--- src/hw/rtl/pipd_pkg.sv ---
// Shared types, constants and table functions of the packed image decoder.
package pipd_pkg;

  localparam int MaxRowLength = 4096;
  localparam int StoreDepth   = MaxRowLength + 1;
  localparam int SlotBits     = $clog2(StoreDepth);
  localparam int IndexBits    = 24;
  localparam int BufferBits   = 64;
  localparam int HeldBits     = 7;

  localparam logic [1:0] CfgFormatVersion = 2'd0;
  localparam logic [1:0] CfgRowLength     = 2'd1;
  localparam logic [1:0] CfgPixelCount    = 2'd2;

  typedef enum logic [1:0] {
    OP_LOAD,
    OP_PULL,
    OP_RESTART
  } op_e;

  typedef enum logic [2:0] {
    ST_PIXEL   = 3'd0,
    ST_TAKEN   = 3'd1,
    ST_FULL    = 3'd2,
    ST_NEED    = 3'd3,
    ST_DONE    = 3'd4,
    ST_BADW    = 3'd5,
    ST_RESTART = 3'd6
  } status_e;

  typedef enum logic [1:0] {
    BK_IDLE,
    BK_RD1,
    BK_RD2,
    BK_RD3
  } back_state_e;

  typedef struct packed {
    op_e        op;
    logic [7:0] byte_value;
  } item_t;

  typedef struct packed {
    logic  valid;
    item_t item;
  } q_head_t;

  typedef struct packed {
    logic [1:0]  format_version;
    logic [12:0] row_length;
    logic [24:0] pixel_count;
  } cfg_t;

  function automatic logic [5:0] width_v1(input logic [2:0] code);
    logic [5:0] w;
    unique case (code)
      3'd0:    w = 6'd0;
      3'd1:    w = 6'd4;
      3'd2:    w = 6'd5;
      3'd3:    w = 6'd6;
      3'd4:    w = 6'd7;
      3'd5:    w = 6'd8;
      3'd6:    w = 6'd16;
      default: w = 6'd32;
    endcase
    return w;
  endfunction

  function automatic logic [5:0] width_v2(input logic [3:0] code);
    logic [5:0] w;
    unique case (code)
      4'd0:    w = 6'd0;
      4'd13:   w = 6'd16;
      4'd14:   w = 6'd32;
      4'd15:   w = 6'd0;
      default: w = 6'(code) + 6'd3;
    endcase
    return w;
  endfunction

  function automatic logic [15:0] count_v1(input logic [2:0] code);
    return 16'(1) << code;
  endfunction

  function automatic logic [SlotBits-1:0] wrap_slot(input logic [SlotBits:0] x);
    logic [SlotBits:0] r;
    r = (x >= (SlotBits+1)'(StoreDepth)) ? x - (SlotBits+1)'(StoreDepth) : x;
    return r[SlotBits-1:0];
  endfunction

endpackage

--- src/hw/rtl/pipd_if.sv ---
// Stream interfaces for the decoder's input beats and result beats.
interface pipd_in_if;
  logic       valid;
  logic       ready;
  logic [1:0] action;
  logic [7:0] byte_value;
  modport source (output valid, output action, output byte_value, input ready);
  modport sink (input valid, input action, input byte_value, output ready);
endinterface


--- src/hw/rtl/pipd_front.sv ---
// Front part: accepts input beats, decodes the action and queues them.
module pipd_front import pipd_pkg::*; (
  input  logic        clk_i,
  input  logic        rst_ni,
  pipd_in_if.sink     in_if,
  output q_head_t     head_o,
  input  logic        pop_i
);

  item_t      mem_q [2];
  logic       wr_ptr_q, rd_ptr_q;
  logic [1:0] cnt_q;
  logic       push;
  item_t      item_in;

  assign in_if.ready = (cnt_q != 2'd2);
  assign push        = in_if.valid & in_if.ready;

  always_comb begin
    item_in.byte_value = in_if.byte_value;
    if (in_if.action[1]) begin
      item_in.op = OP_RESTART;
    end else if (in_if.action[0]) begin
      item_in.op = OP_PULL;
    end else begin
      item_in.op = OP_LOAD;
    end
  end

  assign head_o.valid = (cnt_q != 2'd0);
  assign head_o.item  = mem_q[rd_ptr_q];

  always_ff @(posedge clk_i or negedge rst_ni) begin
    if (!rst_ni) begin
      wr_ptr_q <= 1'b0;
      rd_ptr_q <= 1'b0;
      cnt_q    <= 2'd0;
    end else begin
      if (push) begin
        wr_ptr_q <= ~wr_ptr_q;
      end
      if (pop_i) begin
        rd_ptr_q <= ~rd_ptr_q;
      end
      cnt_q <= cnt_q + 2'(push) - 2'(pop_i);
    end
  end

  always_ff @(posedge clk_i) begin
    if (push) begin
      mem_q[wr_ptr_q] <= item_in;
    end
  end

endmodule

--- src/flat_wrapper.sv ---
// flat-port wrapper written by rule: the top's interface ports become plain ports
module pipd_front_flat import pipd_pkg::*;
  (clk_i, rst_ni, head_o, pop_i, in_if_valid, in_if_action, in_if_byte_value, in_if_ready);
  pipd_in_if in_if_i ();
  input  logic clk_i;
  input  logic rst_ni;
  output q_head_t head_o;
  input  logic pop_i;
  input wire logic [$bits(in_if_i.valid)-1:0] in_if_valid;
  input wire logic [$bits(in_if_i.action)-1:0] in_if_action;
  input wire logic [$bits(in_if_i.byte_value)-1:0] in_if_byte_value;
  output wire logic [$bits(in_if_i.ready)-1:0] in_if_ready;
  assign in_if_i.valid = in_if_valid;
  assign in_if_i.action = in_if_action;
  assign in_if_i.byte_value = in_if_byte_value;
  assign in_if_ready = in_if_i.ready;
  pipd_front u_core (.clk_i(clk_i), .rst_ni(rst_ni), .in_if(in_if_i), .head_o(head_o), .pop_i(pop_i));
endmodule
--- config.mk ---
export PLATFORM = sky130hd
export DESIGN_NAME = pipd_front_flat
export DESIGN_NICKNAME = d
export VERILOG_FILES = /design/src/hw/rtl/pipd_pkg.sv /design/src/hw/rtl/pipd_if.sv /design/src/hw/rtl/pipd_front.sv /design/src/flat_wrapper.sv
export SDC_FILE = /design/constraint.sdc
export NUM_CORES = 1
export LEC_CHECK = 0
export ABC_AREA = 0
export BUFFER_PORTS_ARGS = -buffer_cell sky130_fd_sc_hd__buf_4
export CORE_UTILIZATION = 44
export DETAILED_ROUTE_END_ITERATION = 12
export GPL_TIMING_DRIVEN = 0
export HOLD_SLACK_MARGIN = 0.02
export PLACE_DENSITY = 0.72
export SYNTH_ARGS = -nofsm -noshare
export SYNTH_HDL_FRONTEND = slang
export SYNTH_SLANG_ARGS = --single-unit
export TNS_END_PERCENT = 10
--- constraint.sdc ---
create_clock -name clk_i -period 1.4 [get_ports clk_i]
set_input_delay 0.14 -clock clk_i [delete_from_list [all_inputs] [get_ports clk_i]]
set_output_delay 0.14 -clock clk_i [all_outputs]
set_load 0.01 [all_outputs]
==> metrics.log, run 1 <==
INFO  metric antenna-diode-count = 0
INFO  metric clkTransAtPathRegs = 130 ps
INFO  metric vias_per_cell = between 4 and 5
INFO  metric layout_cell_share_with_drive_strength_beyond_1 = 54.26%
INFO  metric timing.critical_path.mode_cell = buf_4
INFO  metric globalRoute.totalOverflow = 0
INFO  metric number_of_buffers_added_on_ports = 25
INFO  metric critPathMaxFanout = 3
INFO  metric placedInstanceArea = 0.001167 mm2
INFO  metric insertion_delay = 310 ps
INFO  metric stdcell_count = between 100 and 150
INFO  metric crit_path_max_incr_delay = around 430 ps
INFO  metric timing.setup.critical_path_class = register to output port
INFO  metric maxSlewViolCount = 0
INFO  metric die_w = 48.31 um
INFO  metric areaGrowthSynthToFinish = 54.11%
INFO  metric worstHoldPathType = primary input to asynchronous set/reset pin
INFO  metric synth_warnings = 0
INFO  metric numCtsBuffers = 3
INFO  metric critical_path_required = approximately 1300 ps
INFO  metric worst-r2r-setup-slack = 90 ps
INFO  metric netlist-cell-type-count = 16
INFO  metric vias = 574
INFO  metric setup.worst_path.start_class = register
INFO  metric total_leakage_power = 0.6033 nW
INFO  metric post-dp-hpwl = 992 um
INFO  metric worst_r2r_path_depth = 5
INFO  metric syn_area = 943.4 um2
INFO  metric numPlacedInstances = about 100
INFO  metric cap_violations = 0
INFO  metric worstPathArrival = 1320 ps
INFO  metric grt_pass1_wl = approximately 2700 um
INFO  metric crit_buf_inv = 2
INFO  metric timing.max_slew.rel_slack = 79.53%
INFO  metric layout_setup_ws = -62.91 ps
INFO  metric core_area = 0.001982 mm2
INFO  metric boundaryPins = 26
INFO  metric vias_in_the_first_global_route = about 630
INFO  metric initialDrtViolationCount = 5
INFO  metric wl_per_cell = 13.74 um
INFO  metric compound_cell_area_share_of_the_yosys_netlist = 0%
INFO  metric synth_top_cells_by_area = edfxtp_1 64%, mux2_2 12%, dfrtp_1 11%
INFO  metric worst_reg2reg_path_endpoint = u_core.cnt_q[1]
INFO  metric floorplan.initialDensity = between 40% and 50%
INFO  metric yosys_top_cell_area_share = 63.66%
INFO  metric run_status = finished, violations left
INFO  metric final_cell_area = around 0.0015 mm2
INFO  metric ir_drop = ~1.2 mV
INFO  metric cts_tree = built
INFO  metric critical_path.reg2reg.startpoint = u_core.cnt_q[0]
INFO  metric finalHoldViolations = 0
INFO  metric violations = negative setup slack
INFO  metric worstPathCellList = buf_4 -> mux2_2 -> buf_4
INFO  metric slowest_stage = dfrtp_1
INFO  metric synth-xor-area-share = between 3 and 4%
INFO  metric global_route.usage.total = 15.78%
INFO  metric ctsRootBufferMaster = clkbuf_4
INFO  metric synth_top_family_by_area = multiplexers
INFO  metric cts_sink_count = 24
INFO  metric finish.utilization = between 70% and 80%
INFO  metric first_pass_iters = 3
INFO  metric ys_seq_elements = 24
INFO  metric synth_seq_area_share = 74.27%
INFO  metric synth-simple-area-share = 6.101%
INFO  metric rsz0062_at_grt = yes
INFO  metric clock.fmax = ~680 MHz
INFO  metric totalWireLength = 1663 um
INFO  metric synthesis.nets = 65
INFO  metric cts-root-to-sink-buffers = 2
INFO  metric timing_worst_slew_pin_value = 306.3 ps
INFO  metric crit_family = flip-flops
INFO  metric mux_contribution_to_synthesized_area = 13.00%
INFO  metric number_of_antenna_violations_at_the_first_check_in_global_routing = 0
INFO  metric clock-skew-final = around 11 ps
INFO  metric post-synth-top-area-cell = edfxtp_1
INFO  metric report.final.setup_viol = 10
INFO  metric core.rowCount = 16
INFO  metric period_share = 104.5%
INFO  metric htreeDepth = 1
INFO  metric synthesized_instance_count = 50
INFO  metric finalWorstPathRequiredPeriod = 1463 ps
INFO  metric synthAdderAreaFrac = 1.326%
INFO  metric detail-route-antenna-nets = 0
INFO  metric die_h = 48.31 um
INFO  metric routability_congestion = 0.6541
INFO  metric drcViolationCount = 0
INFO  metric grt_start_max_net_pins = 15
INFO  metric syn_area_per_cell = 18.87 um2
INFO  metric final_nets = 110
INFO  metric die-area = 0.002333 mm2
INFO  metric pwr_density_cell = 1967 mW/mm2
INFO  metric worstSetupEndpointType = output port
-- per-layer routing --
layer	GRT usage, %	vias to the layer above	routed length, um
met5	0	-	0
met4	5.882	0	17
met3	2.830	2	60
met2	31.22	18	964
met1	16.24	282	621
li1	-	272	-
-- layout make-up --
| cell class | instances | area, um2 |
|---|---|---|
| Fill cell | 130 | 528.0 |
| Sequential cell | 24 | 700.7 |
| Buffer | 1 | 11.26 |
| Tap cell | 27 | 33.78 |
| Clock buffer | 3 | 22.52 |
| Multi-Input combinational cell | 24 | 286.5 |
| Timing Repair Buffer | 40 | 365.4 |
| Inverter | 1 | 3.754 |
| Clock inverter | 1 | 30.03 |
-- kinds of logic after synthesis --
group | after synthesis
adder cells (fa/ha/maj) | 1
AND/OR/NAND/NOR | 8
multiplexers | 11
XOR/XNOR | 4
buffers and inverters | 2
flip-flops | 24
-- worst max path at each step --
stage | startpoint | endpoint | slack, ps | cells past startpoint
6_report | u_core.rd_ptr_q | head_o[9] | -60 | 3
3_3_place_gp | u_core.cnt_q[0] | u_core.mem_q[0][5] | -40 | 3
3_5_place_dp | u_core.cnt_q[0] | u_core.mem_q[0][5] | -50 | 3
5_1_grt | u_core.rd_ptr_q | head_o[9] | -130 | 3
4_1_cts | u_core.rd_ptr_q | head_o[6] | -80 | 3
2_1_floorplan | u_core.cnt_q[1] | u_core.mem_q[0][0] | 130 | 3
-- power breakdown --
part	internal, mW	leakage [nW]	switching, mW
Clock	0.289	0.0279	0.199
Combinational	0.772	0.343	0.494
Sequential	0.992	0.232	0.113
-- Yosys cell counts --
cell type  instances
buf_6              1
inv_1              1
mux2_2            10
xor2_1             2
nand2b_4           1
dfrtp_1            4
nor2b_4            1
edfxtp_1          20
nor2_1             1
nand2_1            2
xnor2_1            2
ha_1               1
or2_2              1
mux2i_1            1
and3_1             1
nor2b_1            1
-- per-stage QoR --
stage | setup slack [ps] | TNS (ps) | hold WS, ps | power (mW)
3_5_place_dp | -54.02 | -538.5 | -57.30 | 2.010
5_1_grt | -126.3 | -1178 | 126.6 | 2.992
3_3_place_gp | -43.17 | -429.3 | -60.16 | 1.985
2_1_floorplan | 126.6 | 0 | -155.6 | 1.650
6_report | -62.91 | -583.5 | 137.8 | 2.860
4_1_cts | -79.49 | -733.8 | 134.8 | 2.825
-- worst register-to-register path: stages, from the launching register on --
cell	delay [ps]
dfrtp_1	430
inv_1	100
ha_4	210
nor2b_4	120
mux2i_2	230
xnor2_1	140
-- flip-flops by register name (all words and copies together) (netlist names) --
| name | flops |
|---|---|
| u_core.wr_ptr_q | 1 |
| u_core.rd_ptr_q | 1 |
| u_core.mem_q | 20 |
| u_core.cnt_q | 2 |
-- what timing repair did --
item | in CTS | in global routing
gates cloned | 1 | 0
setup buffers | 3 | 0
endpoints found under the hold margin | 23 | 0
endpoints found under the setup margin | 19 | 21
gates resized for setup | 21 | 3
hold buffers | 11 | 0
-- layout by cell type (no fill, tap or decap) --
cell type      count
edfxtp_1          20
buf_4             19
buf_6             11
dlygate4sd3_1     11
mux2_4             9
dfrtp_1            4
clkbuf_4           3
nand2_1            2
xor2_1             2
xnor2_1            2
inv_1              1
nand2b_4           1
nor2b_1            1
nor2b_4            1
mux2i_2            1
mux2_2             1
and3_2             1
or2_2              1
nor2_4             1
ha_4               1
bufinv_16          1
No activity file was read; power rests on OpenSTA's default activity.
==> inputs of run 2 (changes only) <==
--- a/config.mk
+++ b/config.mk
@@ -9,7 +9,6 @@
 export BUFFER_PORTS_ARGS = -buffer_cell sky130_fd_sc_hd__buf_4
 export CORE_UTILIZATION = 44
 export DETAILED_ROUTE_END_ITERATION = 12
-export GPL_TIMING_DRIVEN = 0
 export HOLD_SLACK_MARGIN = 0.02
 export PLACE_DENSITY = 0.72
 export SYNTH_ARGS = -nofsm -noshare
==> metrics.log, run 2 (synthesis gave the netlist of run 1 again) <==
INFO  metric grt_pass1_wl = ~2500 um
INFO  metric number_of_antenna_violations_at_the_first_check_in_global_routing = 0
INFO  metric holdWs = 164.5 ps
INFO  metric critPathMaxFanout = 6
INFO  metric detail-route-antenna-nets = 0
INFO  metric insertion_delay = 290 ps
INFO  metric crit_path_max_incr_delay = about 440 ps
INFO  metric global_route.usage.total = 14.51%
INFO  metric routability_congestion = 0.6699
INFO  metric core.rowCount = 16
INFO  metric die_w = 48.31 um
INFO  metric cts_sink_count = 24
INFO  metric critical_path_required = 1260 ps
INFO  metric mostFrequentLayoutCell = edfxtp_1
INFO  metric post-dp-hpwl = about 1000 um
INFO  metric timing.max_slew.rel_slack = 88.18%
INFO  metric report.final.setup_viol = 10
INFO  metric core_area = between 0.0015 and 0.002 mm2
INFO  metric cap_violations = 0
INFO  metric timing.critical_path.mode_cell = buf_6
INFO  metric clock.fmax = 694.4 MHz
INFO  metric violations = negative setup slack
INFO  metric clock-skew-final = 4.254 ps
INFO  metric biggestRegsByFlops = u_core.mem_q x20, u_core.cnt_q x2
INFO  metric cts_tree = built
INFO  metric boundaryPins = 26
INFO  metric worstSetupEndpointType = output port
INFO  metric ctsRootBufferMaster = clkbuf_4
INFO  metric ir_drop = 1.293 mV
INFO  metric total_leakage_power = 0.5801 nW
INFO  metric final.setup.tns = -269.8 ps
INFO  metric slowest_stage = dfrtp_2
INFO  metric regMostFlops = u_core.mem_q
INFO  metric maxSlewViolCount = 0
INFO  metric worst_r2r_path_depth = 5
INFO  metric first_pass_iters = 3
INFO  metric htreeDepth = 1
INFO  metric die-area = 0.002333 mm2
INFO  metric largest_register_ff_count = 20
INFO  metric areaGrowthSynthToFinish = 49.20%
INFO  metric finalHoldViolations = 0
INFO  metric layout.cells.most_common_list = 20 x edfxtp_1, 19 x buf_4, 11 x dlygate4sd3_1, 11 x buf_6, 7 x mux2_4
INFO  metric rsz0062_at_grt = yes
INFO  metric pwr_density_cell = 1826 mW/mm2
INFO  metric timing.setup.critical_path_class = register to output port
INFO  metric cts-root-to-sink-buffers = 2
INFO  metric floorplan.initialDensity = 47.60%
INFO  metric crit_family = flip-flops
INFO  metric clkTransAtPathRegs = 110 ps
INFO  metric grt_start_max_net_pins = 13
INFO  metric timing_worst_slew_pin_value = between 150 and 200 ps
INFO  metric crit_buf_inv = 2
INFO  metric period_share = 102.9%
INFO  metric antenna-diode-count = 0
INFO  metric cp_num_cells = 3
INFO  metric totalWireLength = approximately 1500 um
INFO  metric vias_in_the_first_global_route = between 500 and 600
INFO  metric wl_per_cell = about 13 um
INFO  metric worstPathArrival = 1300 ps
INFO  metric worstPathCellList = buf_6 -> mux2_4 -> buf_6
INFO  metric setup.worst_path.start_class = register
INFO  metric worstHoldPathType = primary input to register
INFO  metric number_of_buffers_added_on_ports = 25
INFO  metric worst_hold_path.num_cells = 3
INFO  metric vias = 558
INFO  metric layout_cell_share_with_drive_strength_beyond_1 = about 53%
INFO  metric initialDrtViolationCount = 3
INFO  metric run_status = finished, violations left
INFO  metric layout_setup_ws = -40.00 ps
INFO  metric die_h = 48.31 um
INFO  metric vias_per_cell = 4.650
INFO  metric finalWorstPathRequiredPeriod = roughly 1400 ps
INFO  metric worst-r2r-setup-slack = 130 ps
INFO  metric numCtsBuffers = 3
INFO  metric final_nets = 110
INFO  metric drcViolationCount = 0
INFO  metric globalRoute.totalOverflow = 0
-- run 2: final timing paths --
path	start	to
min	pop_i	u_core.cnt_q[1]
max in group asynchronous	rst_ni	u_core.rd_ptr_q
max	u_core.rd_ptr_q	head_o[9]
min reg2reg	u_core.wr_ptr_q	u_core.wr_ptr_q
max reg2reg	u_core.cnt_q[0]	u_core.cnt_q[1]
min in group asynchronous	rst_ni	u_core.cnt_q[0]
-- run 2: per-layer routing --
| layer | vias to the layer above | GRT usage [%] | wire length [um] |
|---|---|---|---|
| met5 | - | 0 | 0 |
| met4 | 0 | 5.882 | 10 |
| met3 | 2 | 2.830 | 57 |
| met2 | 16 | 23.94 | 810 |
| met1 | 266 | 18.90 | 657 |
| li1 | 274 | - | - |
-- run 2: power by group --
| part | total (mW) | internal, mW | switching [mW] |
|---|---|---|---|
| Combinational | 1.21 | 0.733 | 0.473 |
| Clock | 0.273 | 0.100 | 0.173 |
| Sequential | 1.09 | 0.994 | 0.0971 |
| Total | 2.57 | 1.83 | 0.743 |
-- run 2: per-stage QoR --
| step | total power, mW | instances | utilization, % | instance area (um2) | setup WS (ps) |
|---|---|---|---|---|---|
| 2_1_floorplan | 1.650 | 50 | - | 945.9 | 126.6 |
| 3_3_place_gp | 1.977 | 103 | 59.09 | 1171 | 110.9 |
| 3_5_place_dp | 2.004 | 103 | 59.09 | 1171 | 86.31 |
| 4_1_cts | 2.450 | 118 | 67.49 | 1338 | -35.81 |
| 5_1_grt | 2.701 | 120 | 71.02 | 1408 | -83.16 |
| 6_report | 2.571 | 120 | 71.02 | 1408 | -40.00 |
-- run 2: timing repair --
item,4_1_cts,5_1_grt
setup endpoints to repair,10,11
buffers inserted,3,0
hold endpoints to repair,19,4
hold buffers,9,2
resized for setup,10,11
-- run 2: cell type report --
cell class	count	area, um2
timing repair buffer	41	376.6
fill	138	574.3
tap	27	33.78
clock buffer	3	22.52
multi-input combinational	24	269.0
inverter	1	3.754
sequential	24	701.9
-- run 2: tightest hold or removal path, stage by stage --
cell	delay, ps
buf_4	100
ha_4	130
xnor2_1	60
